$ cat config.mk
export PLATFORM = sky130hd
export DESIGN_NAME = resource_id_range_allocator
export DESIGN_NICKNAME = d
export VERILOG_FILES = /design/src/design/ridra_pkg.sv /design/src/design/ridra_map_ram.sv /design/src/design/ridra_ctrl.sv /design/src/design/resource_id_range_allocator.sv
export VERILOG_INCLUDE_DIRS = /design/src /design/src/design
export SDC_FILE = /design/constraint.sdc
export NUM_CORES = 1
export LEC_CHECK = 0
export BUFFER_PORTS_ARGS = -buffer_cell sky130_fd_sc_hd__buf_2
export CORE_UTILIZATION = 57
export CTS_CLUSTER_DIAMETER = 80
export CTS_CLUSTER_SIZE = 28
export DETAILED_ROUTE_END_ITERATION = 8
export GPL_TIMING_DRIVEN = 0
export PLACE_DENSITY = 0.88
export RECOVER_POWER = 25
export REMOVE_ABC_BUFFERS = 1
export SLEW_MARGIN = 20
export SYNTH_ARGS = -nofsm -noshare
export SYNTH_HDL_FRONTEND = slang
export SYNTH_SLANG_ARGS = --single-unit
$ cat constraint.sdc
create_clock -name i_clk -period 4.1 [get_ports i_clk]
set_input_delay 0 -clock i_clk [delete_from_list [all_inputs] [get_ports i_clk]]
set_output_delay 0 -clock i_clk [all_outputs]
set_load 0.03 [all_outputs]
$ cat src/design/resource_id_range_allocator_macros.svh
// Assertion macros used by the allocator sequencer.
`ifndef RESOURCE_ID_RANGE_ALLOCATOR_MACROS_SVH
`define RESOURCE_ID_RANGE_ALLOCATOR_MACROS_SVH

// Same-cycle implication, checked while out of reset.
`define RIDRA_ASSERT_IMP(label, clk, rst_n, ante, cons) \
    label: assert property (@(posedge clk) disable iff (!rst_n) (ante) |-> (cons)) \
        else $error("allocator check failed");

// Next-cycle implication, checked while out of reset.
`define RIDRA_ASSERT_NXT(label, clk, rst_n, ante, cons) \
    label: assert property (@(posedge clk) disable iff (!rst_n) (ante) |=> (cons)) \
        else $error("allocator check failed");

`endif

$ cat src/design/ridra_pkg.sv
// Types and constants of the ID range allocator.
`default_nettype none
package ridra_pkg;
    localparam int ID_W  = 7;
    localparam int CNT_W = 8;

    localparam logic [1:0] ST_OK      = 2'd0;
    localparam logic [1:0] ST_PARA    = 2'd1;
    localparam logic [1:0] ST_UNAVAIL = 2'd2;

    localparam logic OP_ALLOC   = 1'b0;
    localparam logic OP_RELEASE = 1'b1;

    typedef struct packed {
        logic              op;
        logic [CNT_W-1:0]  count;
        logic              consecutive;
        logic [ID_W-1:0]   start_id;
    } t_req;

    typedef struct packed {
        logic [1:0]        status;
        logic [ID_W-1:0]   piece_start;
        logic [CNT_W-1:0]  piece_count;
        logic              last;
        logic [CNT_W-1:0]  free_count;
    } t_res;

    typedef struct packed {
        logic              we;
        logic [ID_W-1:0]   waddr;
        logic              wdata;
        logic [ID_W-1:0]   raddr;
    } t_ram_req;
endpackage
`default_nettype wire

$ cat src/design/ridra_map_ram.sv
// Busy map memory: one write port, one registered read port.
`default_nettype none
module ridra_map_ram #(
    parameter int DEPTH = 128
) (
    input  wire logic               i_clk,
    input  wire ridra_pkg::t_ram_req i_req,
    output logic                    o_rdata
);
    localparam int AW = $clog2(DEPTH);

    logic r_mem [DEPTH];
    logic r_rdata;

    always_ff @(posedge i_clk) begin
        if (i_req.we) begin
            r_mem[i_req.waddr[AW-1:0]] <= i_req.wdata;
        end
        r_rdata <= r_mem[i_req.raddr[AW-1:0]];
    end

    assign o_rdata = r_rdata;
endmodule
`default_nettype wire

$ cat src/design/ridra_ctrl.sv
// Request sequencer: scans and updates the busy map, emits result beats.
`default_nettype none
`include "resource_id_range_allocator_macros.svh"
module ridra_ctrl #(
    parameter int CAPACITY = 128
) (
    input  wire logic                i_clk,
    input  wire logic                i_rst_n,
    input  wire logic [7:0]          i_cap,
    input  wire logic                i_in_valid,
    output logic                     o_in_ready,
    input  wire ridra_pkg::t_req     i_in_data,
    output logic                     o_out_valid,
    input  wire logic                i_out_ready,
    output ridra_pkg::t_res          o_out_data,
    output ridra_pkg::t_ram_req      o_ram,
    input  wire logic                i_rdata
);
    localparam int CW = $clog2(CAPACITY + 1);

    localparam logic [2:0] S_CLR  = 3'd0;
    localparam logic [2:0] S_IDLE = 3'd1;
    localparam logic [2:0] S_SCAN = 3'd2;
    localparam logic [2:0] S_WR   = 3'd3;
    localparam logic [2:0] S_EMIT = 3'd4;

    logic [2:0]      r_state, n_state, r_after, n_after;
    logic [CW-1:0]   r_ra, n_ra, r_lim, n_lim, r_did, n_did, r_rs, n_rs, r_wa, n_wa;
    logic            r_dv, n_dv, r_inrun, n_inrun, r_wval, n_wval, r_op, n_op;
    logic            r_consec, n_consec, r_ov;
    logic [7:0]      r_rl, n_rl, r_left, n_left, r_count, n_count, r_used, n_used;
    logic [7:0]      r_wn, n_wn;
    ridra_pkg::t_res r_pend, n_pend, r_out, out_beat;
    ridra_pkg::t_ram_req ram;

    logic [7:0]    free_ids, run_len, rel_end;
    logic [CW-1:0] run_st;
    logic          scan_end, emit_go;

    assign free_ids = (i_cap > r_used) ? 8'(i_cap - r_used) : 8'd0;
    assign run_len  = r_inrun ? 8'(r_rl + 8'd1) : 8'd1;
    assign run_st   = r_inrun ? r_rs : r_did;
    assign scan_end = !r_dv && (r_ra >= r_lim);
    assign rel_end  = 8'({1'b0, i_in_data.start_id} + i_in_data.count);
    assign emit_go  = (r_state == S_EMIT) && (!r_ov || i_out_ready);

    always_comb begin
        n_state = r_state;  n_after = r_after;  n_ra = r_ra;  n_lim = r_lim;
        n_dv = 1'b0;  n_did = r_ra;  n_inrun = r_inrun;  n_rs = r_rs;  n_rl = r_rl;
        n_left = r_left;  n_count = r_count;  n_used = r_used;  n_wa = r_wa;
        n_wn = r_wn;  n_wval = r_wval;  n_pend = r_pend;  n_op = r_op;
        n_consec = r_consec;
        ram = '0;
        ram.raddr = 7'(r_ra);
        unique case (r_state)
            S_CLR: begin
                ram.we    = 1'b1;
                ram.waddr = 7'(r_wa);
                n_wa      = r_wa + CW'(1);
                if (r_wa == CW'(CAPACITY - 1)) begin
                    n_state = S_IDLE;
                end
            end
            S_IDLE: begin
                if (i_in_valid) begin
                    n_op     = i_in_data.op;
                    n_consec = i_in_data.consecutive;
                    n_count  = i_in_data.count;
                    n_left   = i_in_data.count;
                    n_inrun  = 1'b0;
                    n_ra     = '0;
                    n_after  = S_IDLE;
                    n_pend   = '0;
                    n_pend.last = 1'b1;
                    if (i_in_data.count == 8'd0) begin
                        n_pend.status = ridra_pkg::ST_PARA;
                        n_state       = S_EMIT;
                    end else if (i_in_data.op == ridra_pkg::OP_ALLOC) begin
                        if (i_in_data.count > free_ids) begin
                            n_pend.status = ridra_pkg::ST_UNAVAIL;
                            n_state       = S_EMIT;
                        end else begin
                            n_lim   = CW'(i_cap);
                            n_state = S_SCAN;
                            if (!i_in_data.consecutive) begin
                                n_used = 8'(r_used + i_in_data.count);
                            end
                        end
                    end else begin
                        if (i_in_data.count > i_cap || rel_end > i_cap) begin
                            n_pend.status = ridra_pkg::ST_PARA;
                            n_state       = S_EMIT;
                        end else begin
                            n_ra    = CW'(i_in_data.start_id);
                            n_rs    = CW'(i_in_data.start_id);
                            n_lim   = CW'(rel_end);
                            n_state = S_SCAN;
                        end
                    end
                end
            end
            S_SCAN: begin
                if (r_dv) begin
                    if (r_op == ridra_pkg::OP_RELEASE) begin
                        // any free ID in the range rejects the release
                        if (!i_rdata) begin
                            n_pend.status = ridra_pkg::ST_PARA;
                            n_after       = S_IDLE;
                            n_state       = S_EMIT;
                        end
                    end else if (r_consec) begin
                        if (!i_rdata) begin
                            n_inrun = 1'b1;
                            n_rs    = run_st;
                            n_rl    = run_len;
                            if (run_len >= r_count) begin
                                n_wa    = run_st;
                                n_wn    = r_count;
                                n_wval  = 1'b1;
                                n_used  = 8'(r_used + r_count);
                                n_state = S_WR;
                            end
                        end else begin
                            n_inrun = 1'b0;
                        end
                    end else begin
                        if (!i_rdata) begin
                            ram.we    = 1'b1;
                            ram.waddr = 7'(r_did);
                            ram.wdata = 1'b1;
                            n_inrun   = 1'b1;
                            n_rs      = run_st;
                            n_rl      = run_len;
                            n_left    = r_left - 8'd1;
                            if (r_left == 8'd1) begin
                                n_pend.status      = ridra_pkg::ST_OK;
                                n_pend.piece_start = 7'(run_st);
                                n_pend.piece_count = run_len;
                                n_pend.last        = 1'b1;
                                n_after            = S_IDLE;
                                n_state            = S_EMIT;
                            end
                        end else if (r_inrun) begin
                            n_pend.status      = ridra_pkg::ST_OK;
                            n_pend.piece_start = 7'(r_rs);
                            n_pend.piece_count = r_rl;
                            n_pend.last        = 1'b0;
                            n_inrun            = 1'b0;
                            n_ra               = r_did + CW'(1);
                            n_after            = S_SCAN;
                            n_state            = S_EMIT;
                        end
                    end
                end else if (scan_end) begin
                    n_after = S_IDLE;
                    if (r_op == ridra_pkg::OP_RELEASE) begin
                        n_wa    = r_rs;
                        n_wn    = r_count;
                        n_wval  = 1'b0;
                        n_used  = (r_used >= r_count) ? 8'(r_used - r_count) : 8'd0;
                        n_state = S_WR;
                    end else if (r_consec || !r_inrun) begin
                        n_pend.status = ridra_pkg::ST_UNAVAIL;
                        n_state       = S_EMIT;
                    end else begin
                        n_pend.status      = ridra_pkg::ST_OK;
                        n_pend.piece_start = 7'(r_rs);
                        n_pend.piece_count = r_rl;
                        n_pend.last        = 1'b1;
                        n_state            = S_EMIT;
                    end
                end
                // advance the read pointer while the scan continues
                if (n_state == S_SCAN && r_ra < r_lim) begin
                    n_dv = 1'b1;
                    n_ra = r_ra + CW'(1);
                end
            end
            S_WR: begin
                ram.we    = 1'b1;
                ram.waddr = 7'(r_wa);
                ram.wdata = r_wval;
                n_wa      = r_wa + CW'(1);
                n_wn      = r_wn - 8'd1;
                if (r_wn == 8'd1) begin
                    n_pend.status      = ridra_pkg::ST_OK;
                    n_pend.piece_start = (r_op == ridra_pkg::OP_RELEASE) ? 7'd0 : 7'(r_rs);
                    n_pend.piece_count = (r_op == ridra_pkg::OP_RELEASE) ? 8'd0 : r_count;
                    n_pend.last        = 1'b1;
                    n_after            = S_IDLE;
                    n_state            = S_EMIT;
                end
            end
            S_EMIT: begin
                if (!r_ov || i_out_ready) begin
                    n_state = r_after;
                end
            end
            default: begin
                n_state = S_IDLE;
            end
        endcase
    end

    // stamp the free count onto the pending beat as it moves to the output
    always_comb begin
        out_beat            = r_pend;
        out_beat.free_count = free_ids;
    end

    always_ff @(posedge i_clk) begin
        if (!i_rst_n) begin
            r_state <= S_CLR;
            r_wa    <= '0;
            r_used  <= '0;
            r_dv    <= 1'b0;
            r_ov    <= 1'b0;
        end else begin
            r_state <= n_state;
            r_wa    <= n_wa;
            r_used  <= n_used;
            r_dv    <= n_dv;
            if (emit_go) begin
                r_ov <= 1'b1;
            end else if (i_out_ready) begin
                r_ov <= 1'b0;
            end
        end
    end

    always_ff @(posedge i_clk) begin
        r_after  <= n_after;   r_ra    <= n_ra;    r_lim   <= n_lim;
        r_did    <= n_did;     r_inrun <= n_inrun; r_rs    <= n_rs;
        r_rl     <= n_rl;      r_left  <= n_left;  r_count <= n_count;
        r_wn     <= n_wn;      r_wval  <= n_wval;  r_pend  <= n_pend;
        r_op     <= n_op;      r_consec <= n_consec;
        if (emit_go) begin
            r_out <= out_beat;
        end
    end

    assign o_in_ready  = (r_state == S_IDLE);
    assign o_out_valid = r_ov;
    assign o_out_data  = r_out;
    assign o_ram       = ram;

    `RIDRA_ASSERT_IMP(a_used_bound, i_clk, i_rst_n, 1'b1, r_used <= 8'(CAPACITY))
    `RIDRA_ASSERT_IMP(a_idle_no_write, i_clk, i_rst_n, r_state == S_IDLE, !ram.we)
    `RIDRA_ASSERT_NXT(a_wr_to_emit, i_clk, i_rst_n, r_state == S_WR && r_wn == 8'd1,
        r_state == S_EMIT)
    `RIDRA_ASSERT_IMP(a_scan_in_range, i_clk, i_rst_n, r_state == S_SCAN && r_dv,
        r_did < r_lim)
endmodule
`default_nettype wire

$ cat src/design/resource_id_range_allocator.sv
// Top level of the first-fit ID range allocator.
// Allocate scans the busy map from ID 0 up to the capacity and stops early once satisfied;
//   a contiguous run is then marked in a write pass; a scattered allocate marks IDs as it scans
//   and emits a beat per piece. Release makes one check pass and one clear pass over the range.
// One request at a time; the busy map scan reads one ID per cycle, pausing to emit a piece.
// Reset: synchronous, active low; a clearing pass then zeroes every busy map entry,
//   during which no request is taken. Capacity resets to CAPACITY, the in-use count to zero.
`default_nettype none
module resource_id_range_allocator #(
    parameter int CAPACITY = 128
) (
    input  wire logic            i_clk,
    input  wire logic            i_rst_n,
    input  wire logic            i_in_valid,
    output logic                 o_in_ready,
    input  wire ridra_pkg::t_req i_in_data,
    output logic                 o_out_valid,
    input  wire logic            i_out_ready,
    output ridra_pkg::t_res      o_out_data,
    input  wire logic            i_cfg_valid,
    output logic                 o_cfg_ready,
    input  wire logic [7:0]      i_cfg_data
);
    // Capacity register: take every write beat, saturate at the pool size.
    logic [7:0] r_cap;

    always_ff @(posedge i_clk) begin
        if (!i_rst_n) begin
            r_cap <= 8'(CAPACITY);
        end else if (i_cfg_valid) begin
            r_cap <= (i_cfg_data > 8'(CAPACITY)) ? 8'(CAPACITY) : i_cfg_data;
        end
    end

    assign o_cfg_ready = 1'b1;

    // Busy map lives in a single memory; the sequencer owns both its ports.
    ridra_pkg::t_ram_req ram_req;
    logic                ram_rdata;

    ridra_map_ram #(
        .DEPTH(CAPACITY)
    ) u_map (
        .i_clk  (i_clk),
        .i_req  (ram_req),
        .o_rdata(ram_rdata)
    );

    // Sequencer: check, scan and mark, then hand result beats to the output register.
    ridra_ctrl #(
        .CAPACITY(CAPACITY)
    ) u_ctrl (
        .i_clk      (i_clk),
        .i_rst_n    (i_rst_n),
        .i_cap      (r_cap),
        .i_in_valid (i_in_valid),
        .o_in_ready (o_in_ready),
        .i_in_data  (i_in_data),
        .o_out_valid(o_out_valid),
        .i_out_ready(i_out_ready),
        .o_out_data (o_out_data),
        .o_ram      (ram_req),
        .i_rdata    (ram_rdata)
    );
endmodule
`default_nettype wire
==> results list, run 1 <==
* Number of antenna violations at the first check in global routing: 0
* Total count of max-transition violations in the final report: 0
* CTS tree: built
* Final Wtd Congestion: around 0.92
- Portion of the clock cycle consumed by the worst path in the final layout: 105.0%
- Buffers inserted during clock tree synthesis total 15.
- In the synthesized netlist the async set-or-reset flop fraction comes to 0%.
* Starting Density: between 50 and 60%
* Final hold violations: 0
- Ordered cell list for the critical path: buf_16 -> buf_16 -> inv_1 -> ha_1 -> nor2b_1 -> o31ai_1 -> nand4_1 -> a32oi_1 -> o311ai_2 -> or3_4 -> mux2_4 -> ha_4 -> nand3_4 -> xnor2_2 -> mux2i_1 -> o22ai_1
- Final worst setup slack: -0.2059 ns
- Main synth FF type: sky130_fd_sc_hd__edfxtp_1
- The kind of cell with the highest combined delay along the critical path is compound AO/OA/AOI/OAI gates.
* Share of cells above drive strength 1: ~16%
- Number of design rule violations left after detail routing: 8
- Total Routing Usage GR: 28.67%
- Dividing the detail-routed via count by the number of cells gives about 6.7.
* Crit path buf inv count: 3
* Failing checks: DRC, setup timing
- Once detail routing completed, the nets flagged for antenna violations numbered 0.
- The tree is rooted in a sky130_fd_sc_hd__clkbuf_16.
- In this design, the stage delay of the slowest critical-path cell is about 0.52 ns.
- Starting DRC count in detailed routing: ~1.8k
* Total congestion overflow: 0
- After synthesis, the mean cell area works out to approximately 11 sq um.
- DP Cell Count: ~1.7k
- Iteration count of the initial detailed-routing pass: 9
* CP Capture Type: flop
- Instance count of the mapped netlist: 1371
- Setup repair after global routing could not meet its margin everywhere.
- Via count of the first global-routing pass: around 11k
- In this run the worst path has a maximum fanout of 10.
- Most used cell along the critical path: sky130_fd_sc_hd__buf_16
- CP required: roughly 4.4 ns
* Sum of net half-perimeters after detailed placement: 25.88 mm
- CTS built an H-tree with a depth of 1.
- Area of the core: 26130 sq um
* Chip Width: 165.3 microns
- After the last flow step, the layout net total stands at approximately 1.6k.
- Cell area after technology mapping: about 15000 sq um
* Worst Setup Start Kind: flop
- DIE AREA: 27320 sq um
* Slew Limit Headroom: approximately 32%
- Total routed wirelength: around 42 mm
- By startpoint and endpoint, the worst setup path is classified as flop to flop.
- The synthesized design contains 234 enable-type register cells.
- Outcome: finished, violations left
- Transition time of the tightest slew-check pin: between 1 and 1.5 ns
- Filler cell count in the final layout: between 1.5k and 2k
- Static Leakage: just under 6 nW
- The count of buffers added on input and output ports is between 50 and 60.
- Die extent in y: about 170 microns
- Timing would allow up to approximately 0.23 GHz.
- For this design the ratio of total power to cell area is 295.5 nW/um^2.
* Largest clock skew in the final design: ~0.025 ns
* Distinct cell type count of the synthesized netlist: between 80 and 90
* Worst IR drop on VDD: about 0.00034 V
- The routed design could run at a clock period as short as roughly 4.3 ns.
- Global-route wire length before repair: 59.89 mm
- The Yosys step of the flow raised 0 warnings.
- Post-route non-filler standard cell count: roughly 1.8k
- The clock passes through at most 3 buffers.
- Arrival time reported for the critical path endpoint: 4.55 ns
* Number of clock sinks seen by CTS: roughly 270
* Number of storage elements in the synthesis netlist: around 270
- The number of antenna diodes in the final layout is 0.
- Dividing the detail-routed wire length by the instance count gives roughly 23 microns.
- Number of top-level pins: 59
- At the later pin of the worst-skew pair, clock insertion delay measures between 0.5 and 0.6 ns.
* Max-cap violation count: 0
* Class of the most critical hold timing path: primary input to flop
* Maximum number of pins on one net before global-route repair: 88
* Placement row count: slightly below 60
- Of the synthesized area, sequential elements account for slightly above 50%.
- Placement-stage worst setup slack: -1.028 ns
- Critical-path top delay cell: sky130_fd_sc_hd__edfxtp_1
- Detailed routing inserted a total of roughly 12k vias.
- Setup total negative slack on the finished layout was measured at -1.339 ns.
- Clock-pin transition on the worst setup and hold timing paths: roughly 0.1 ns
- Setup violations remaining at the end of the flow were counted as 22.
- The area growth from synthesis to layout is 14.74%.
[sequential cells by signal, summed over array words and instances (netlist names)]
register,flops
u_ctrl.r_inrun,1
u_ctrl.r_op,1
u_ctrl.r_wval,1
r_cap,8
u_ctrl.r_rs,8
u_ctrl.r_lim,8
u_ctrl.r_rl,8
u_ctrl.r_used,8
u_ctrl.r_did,8
u_ctrl.r_state,3
u_ctrl.out_beat,18
u_ctrl.r_after,2
u_ctrl.n_did,8
u_ctrl.r_dv,1
u_ctrl.r_left,8
u_ctrl.o_out_valid,1
u_map.r_mem,128
u_ctrl.r_wa,8
u_ctrl.r_count,8
u_ctrl.o_out_data,26
u_map.o_rdata,1
u_ctrl.r_consec,1
u_ctrl.r_wn,8
[path summary, 6_finish.rpt]
kind / end / depth (start not counted) / startpoint / slack, ns
worst max register to register: u_ctrl.n_did[6] / 16 / u_ctrl.n_did[0] / -0.21
worst min-delay path: r_cap[3] / 4 / i_cfg_valid / 0.01
worst max-delay path: u_ctrl.n_did[6] / 16 / u_ctrl.n_did[0] / -0.21
worst min register to register: u_ctrl.o_out_data[21] / 0 / u_ctrl.out_beat[21] / 0.43
[metal layers]
layer	wire [microns]	track usage (%)	vias to the layer above	part of all wire (%)
met2	19900	46.42	1001	47
li1	-	-	5240	-
met3	5044	4.620	233	12
met4	2344	12.64	0	5.5
met1	15160	38.15	5741	36
met5	0	0	-	0
[cells by family (layout without fill, tap and decap cells)]
group | Yosys count | count (layout) | share of synthesized area (%)
adders and majority gates | 91 | 91 | 7.723
xor gates and xnor gates | 52 | 52 | 2.997
DFF | 272 | 272 | 51.24
muxes | 72 | 72 | 8.283
buffers and inverters | 143 | 247 | 3.639
AOI/OAI and AO/OA | 288 | 288 | 12.81
other | 1 | 1 | 0.02468
and+or+nand+nor | 452 | 452 | 13.28
[layout by cell type, fill, tap and decap left out, types with 17 or more instances in the layout]
| master | netlist | routed |
|---|---|---|
| sky130_fd_sc_hd__nand2_1 | 125 | 119 |
| sky130_fd_sc_hd__ha_1 | 85 | 78 |
| sky130_fd_sc_hd__dlygate4sd3_1 | 0 | 28 |
| sky130_fd_sc_hd__dfxtp_1 | 38 | 34 |
| sky130_fd_sc_hd__o22ai_1 | 21 | 21 |
| sky130_fd_sc_hd__buf_4 | 1 | 43 |
| sky130_fd_sc_hd__a21o_1 | 17 | 17 |
| sky130_fd_sc_hd__buf_2 | 3 | 22 |
| sky130_fd_sc_hd__xnor2_1 | 35 | 32 |
| sky130_fd_sc_hd__clkbuf_1 | 56 | 41 |
| sky130_fd_sc_hd__o21ai_0 | 70 | 63 |
| sky130_fd_sc_hd__nor2_1 | 190 | 183 |
| sky130_fd_sc_hd__a21oi_1 | 49 | 43 |
| sky130_fd_sc_hd__nand3_1 | 30 | 25 |
| sky130_fd_sc_hd__edfxtp_1 | 234 | 234 |
| sky130_fd_sc_hd__clkbuf_16 | 0 | 17 |
| sky130_fd_sc_hd__mux4_2 | 42 | 42 |
| sky130_fd_sc_hd__inv_1 | 72 | 69 |
| sky130_fd_sc_hd__mux2i_1 | 23 | 23 |
[power breakdown]
group | internal, mW | switching, mW
Sequential | 2.98 | 0.00935
Combinational | 0.187 | 0.283
Clock | 0.721 | 0.972
Total | 3.89 | 1.26
[layout make-up]
| type | instances | area (sq um) | area share, % |
|---|---|---|---|
| inverters | 74 | 284.0 | 1.629 |
| well taps | 335 | 419.2 | 2.404 |
| multi-input cells | 956 | 7292 | 41.82 |
| flip-flops and latches | 272 | 7795 | 44.70 |
| repair buffers | 147 | 1175 | 6.738 |
| clock buffers | 18 | 386.6 | 2.217 |
| clock inverters | 8 | 85.08 | 0.4879 |
[cells in the mapped netlist, types with 30 or more instances]
library cell	instances	area, sq um
sky130_fd_sc_hd__a21oi_1	49	245.2
sky130_fd_sc_hd__clkbuf_1	56	210.2
sky130_fd_sc_hd__dfxtp_1	38	760.7
sky130_fd_sc_hd__edfxtp_1	234	7027
sky130_fd_sc_hd__ha_1	85	1064
sky130_fd_sc_hd__inv_1	72	270.3
sky130_fd_sc_hd__mux4_2	42	945.9
sky130_fd_sc_hd__nand2_1	125	469.2
sky130_fd_sc_hd__nand3_1	30	150.1
sky130_fd_sc_hd__nor2_1	190	713.2
sky130_fd_sc_hd__o21ai_0	70	350.3
sky130_fd_sc_hd__xnor2_1	35	306.5
[worst min-delay path: cells and delay by family]
family,cells,cell delay [ns]
AND/OR/NAND/NOR,2,0.23
AO/OA/AOI/OAI,1,0.05
buffers and inverters,1,0.19
[through the flow]
stage / total power, mW / instance area [sq um] / utilization, % / hold slack, ns
CTS: 5.054 / 17000 / 65.04 / 0.01112
finish: 5.153 / 17440 / 66.72 / 0.01033
global placement: 3.372 / 15630 / 59.80 / 0.2136
global route: 5.275 / 17440 / 66.72 / 0.03610
floorplan: 3.267 / 14920 / - / 0.09864
detailed placement: 3.395 / 15900 / 60.83 / 0.2139
[what timing repair did]
action,4_1_cts,5_1_grt
pin swaps,27,29
hold buffers,28,0
endpoints found under the setup margin,37,165
buffers inserted,24,23
resized for setup,34,61
hold endpoints to repair,39,0
cloned,0,2
No activity file was read; power rests on OpenSTA's default activity.
==> run 2: changes to the inputs <==
--- a/config.mk
+++ b/config.mk
@@ -6,7 +6,9 @@
 export SDC_FILE = /design/constraint.sdc
 export NUM_CORES = 1
 export LEC_CHECK = 0
+export ABC_AREA = 1
 export BUFFER_PORTS_ARGS = -buffer_cell sky130_fd_sc_hd__buf_2
+export CAP_MARGIN = 25
 export CORE_UTILIZATION = 57
 export CTS_CLUSTER_DIAMETER = 80
 export CTS_CLUSTER_SIZE = 28
==> results list, run 2 <==
- Largest clock skew in the final design: 0.02826 ns (+0.003427 ns)
- Cell area after technology mapping: 15030 sq um (-1.1%)
- The leakage power summed over all cells is 6.621 nW (+11%).
- Worst IR drop on VDD: 0.0003952 V (+17%)
* Total power: 5.300 mW (+2.9%)
* Critical-path top delay cell: sky130_fd_sc_hd__dfxtp_2
- The data required time of the worst path came to 4.54 ns (+0.19 ns).
- Number of buffers inserted during clock tree synthesis: 15 (unchanged)
* Peak Freq: 0.2210 GHz (-4.9%)
- RSZ-0062 raised after global routing: true
- Clock-pin transition on the worst setup and hold timing paths: 0.10 ns (about the same)
- The number of synthesis warnings was 0 (unchanged).
- Top-count cell post-synth: sky130_fd_sc_hd__nor2_1
* Met2 WL: 19.27 mm (-3.2%)
- Clock share of power: 33.8% (+0.9 points)
* Insertion delay to the later sink of the worst-skew pair: 0.51 ns (about the same)
* Class of the most critical hold timing path: primary input to flop
* CTS tree: built
- The final setup violation count came to 27 (+23%).
- Most common library cells after synthesis: sky130_fd_sc_hd__nor2_1 (325), sky130_fd_sc_hd__edfxtp_1 (234), sky130_fd_sc_hd__nand2_1 (233)
* Slew Limit Headroom: 32.87% (+0.78 points)
* Final Wtd Congestion: 0.9916 (+7.3%)
- The number of enable flip-flop cells after synthesis came to 234 (unchanged).
- Max Fanout on Critical Path: 5 (-5)
- The number of failing hold endpoints at the final stage is 0 (unchanged).
- The synthesis-to-finish area growth came to 14.65% (about the same).
- The routed wire length per instance was 19.78 microns (-16%).
* Maximum level of the CTS H-tree: 1 (unchanged)
- The fraction of power consumed by combinational cells is 9.8% (+0.7 points).
- Fraction of power spent switching nets: 24.30% (-0.23 points)
- Power density cells: 307.6 nW/um^2 (+4.1%)
- The length of routed wiring on met1 is 15.46 mm (+2.0%).
* Share of flip-flops with an asynchronous set or reset after synthesis: 0% (unchanged)
* Share of cells above drive strength 1: 12.93% (-2.8 points)
* Total congestion overflow: 0 (unchanged)
- Starting DRC count in detailed routing: 1835 (-0.054%)
- The gate count of the mapped netlist was 1676 (+22%).
- Vias/cell: 6.212 (-8.0%)
* Crit-path max cell delay: 0.44 ns (-0.08 ns)
* Via count of the first global-routing pass: 11.90k (+6.8%)
- The width of the chip is 164.4 microns (-0.56%).
- Part of the Yosys area used for sequential elements: 51.82% (+0.58 points)
- The core footprint is 25980 sq um (-0.57%).
- Failing checks: DRC, setup timing
- The actual transition at the worst max-transition pin is 1.003 ns (-0.01319 ns).
- The count of antenna diodes in the layout was 0 (unchanged).
* Tmin final: 4.525 ns (+0.2196 ns)
- Total cell area at the placement stage: 15650 sq um (-1.6%)
* Sum of net half-perimeters after detailed placement: 25.52 mm (-1.4%)
* Total Routing Usage GR: 28.78% (+0.11 points)
* Most used cell along the critical path: sky130_fd_sc_hd__nor2_1
* Count of nets left with antenna violations after detail routing: 0 (unchanged)
* Number of design rule violations left after detail routing: 4 (-4)
- Portion of the clock cycle consumed by the worst path in the final layout: 110.4% (+5.4 points)
- The synthesized design spends more area on one cell type than any other, namely sky130_fd_sc_hd__edfxtp_1.
- The detailed-routed wire length on met3 came to 4.901 mm (-2.8%).
- Number of top-level pins: 59 (unchanged)
- The die height came to 164.4 microns (-0.56%).
- CP Capture Type: flop
- Distinct cell type count of the synthesized netlist: 59 (-27%)
- The arrival time of the worst setup path is 4.97 ns (+0.42 ns).
- The cell area after layout is 17230 sq um (-1.2%).
* Outcome: finished, violations left
- The library cell used most frequently in the layout, excluding fill and tap cells, is sky130_fd_sc_hd__nor2_1.
- The net load switching power came to 1.288 mW (+1.9%).
- The maximum number of pins on one net before global-route repair was 85 (-3.4%).
* IO Port Bufs: 57 (unchanged)
- Area contributors post-synth: sky130_fd_sc_hd__edfxtp_1 (47%), sky130_fd_sc_hd__nor2_1 (8.1%), sky130_fd_sc_hd__ha_1 (7.1%)
- Maximum number of buffers from clock root to sink: 3 (unchanged)
- The critical path in this run is classified as flop to flop.
- DIE AREA: 27020 sq um (-1.1%)
- Starting Density: 57.83% (-0.32 points)
- The worst setup path is launched from a flop.
- Placement row count: 59 (unchanged)
- The detailed-routing iteration count for the pre-antenna-repair pass was 9 (unchanged).
- Number of storage elements in the synthesis netlist: 272 (unchanged)
* Count of vias placed by the detailed router: 13.08k (+7.1%)
- Portion of synthesized cell area occupied by the leading cell type: 46.76% (+0.52 points)
- The number of antenna violations at the first check in global routing is 0 (unchanged).
- Power share of the sequential group: 56.4% (-1.6 points)
- The clock sink total is 272 (unchanged).
- Final worst setup slack: -0.4254 ns (-0.2196 ns)
* Number of flip-flops under the largest register name: 128 (unchanged)
- Max-cap violation count: 0 (unchanged)
- Average cell area after synthesis: 8.966 sq um (-19%)
- The library cells used most frequently in the layout, excluding fill and tap cells, are sky130_fd_sc_hd__nor2_1 (311), sky130_fd_sc_hd__edfxtp_1 (234), sky130_fd_sc_hd__nand2_1 (218).
* Post-layout nets: 1883 (+19%)
- Uppermost signal routing layer after detailed routing: met4
- Total count of max-transition violations in the final report: 0 (unchanged)
* Internal Power: 4.012 mW (+3.2%)
- Main synth FF type: sky130_fd_sc_hd__edfxtp_1
- The tree is rooted in a sky130_fd_sc_hd__clkbuf_16.
* Global-route wire length before repair: 60.62 mm (+1.2%)
- The total detailed-routing wirelength was 41.67 mm (-1.8%).
-- run 2: logic make-up (layout without fill, tap and decap cells) --
kind of cell | count (synthesis) | count (layout) | synth area share (%)
XOR/XNOR | 34 | 34 | 1.982
AO/OA/AOI/OAI | 386 | 386 | 14.65
multiplexers | 1 | 1 | 0.06661
buffers and inverters | 244 | 339 | 6.278
other | 1 | 1 | 0.02496
AND/OR/NAND/NOR | 648 | 648 | 17.44
flip-flops | 272 | 272 | 51.82
adder cells (fa/ha/maj) | 90 | 90 | 7.744
-- run 2: through the flow --
stage / cells / utilization (%) / hold WS [ns] / setup TNS [ns] / setup WS [ns]
floorplan: 1616 / - / 0.09763 / -62.97 / -1.176
global placement: 2008 / 59.57 / 0.2270 / -527.48 / -3.436
detailed placement: 2017 / 60.22 / 0.2263 / -93.65 / -0.9488
CTS: 2090 / 64.65 / 0.04423 / -0.009844 / -0.009844
global route: 2106 / 66.30 / 0.1081 / -9.040 / -0.4421
finish: 2106 / 66.30 / 0.1083 / -7.072 / -0.4254
-- run 2: final cells by class --
class | instances | area (sq um)
clock buffers | 18 | 386.6
clock inverters | 7 | 133.9
fillers | 1837 | 8756
inverters | 184 | 725.7
multi-input cells | 1160 | 6690
flip-flops and latches | 272 | 7794
well taps | 335 | 419.2
repair buffers | 128 | 1067
repair inverters | 2 | 12.51
-- run 2: worst paths after layout --
path	from	end	slack, ns	cells past startpoint
worst max-delay path	u_ctrl.r_used[1]	u_ctrl.r_used[4]	-0.43	28
worst max register to register	u_ctrl.r_used[1]	u_ctrl.r_used[4]	-0.43	28
worst min register to register	u_ctrl.out_beat[19]	u_ctrl.o_out_data[19]	0.42	0
worst min-delay path	i_in_valid	u_ctrl.r_lim[6]	0.11	4
-- run 2: power groups by stage --
stage / clock [mW] / sequential (mW) / combinational (mW)
2_1_floorplan: 0 / 3.05 / 0.232
3_3_place_gp: 0 / 3.05 / 0.333
3_5_place_dp: 0 / 3.05 / 0.353
4_1_cts: 1.78 / 2.99 / 0.429
5_1_grt: 1.87 / 2.99 / 0.557
6_report: 1.79 / 2.99 / 0.520
-- run 2: timing repair --
action,in CTS,in global routing
setup endpoints to repair,188,169
hold endpoints to repair,53,0
gates cloned,1,2
hold buffers,30,0
gates resized for setup,57,69
setup buffers,18,16
pin swaps,24,25
-- run 2: critical path: cells and delay by family, from the launching register on --
kind            cells  cell delay (ns)
buf+inv             6             0.62
fa+ha+maj           2             0.65
simple gates       12             1.40
flops               1             0.44
compound gates      8             1.31
-- run 2: routing by layer --
layer | vias up | GRT usage (%)
li1 | 5905 | -
met1 | 6043 | 38.73
met2 | 931 | 47.01
met3 | 203 | 4.192
met4 | 0 | 11.11
met5 | - | 0
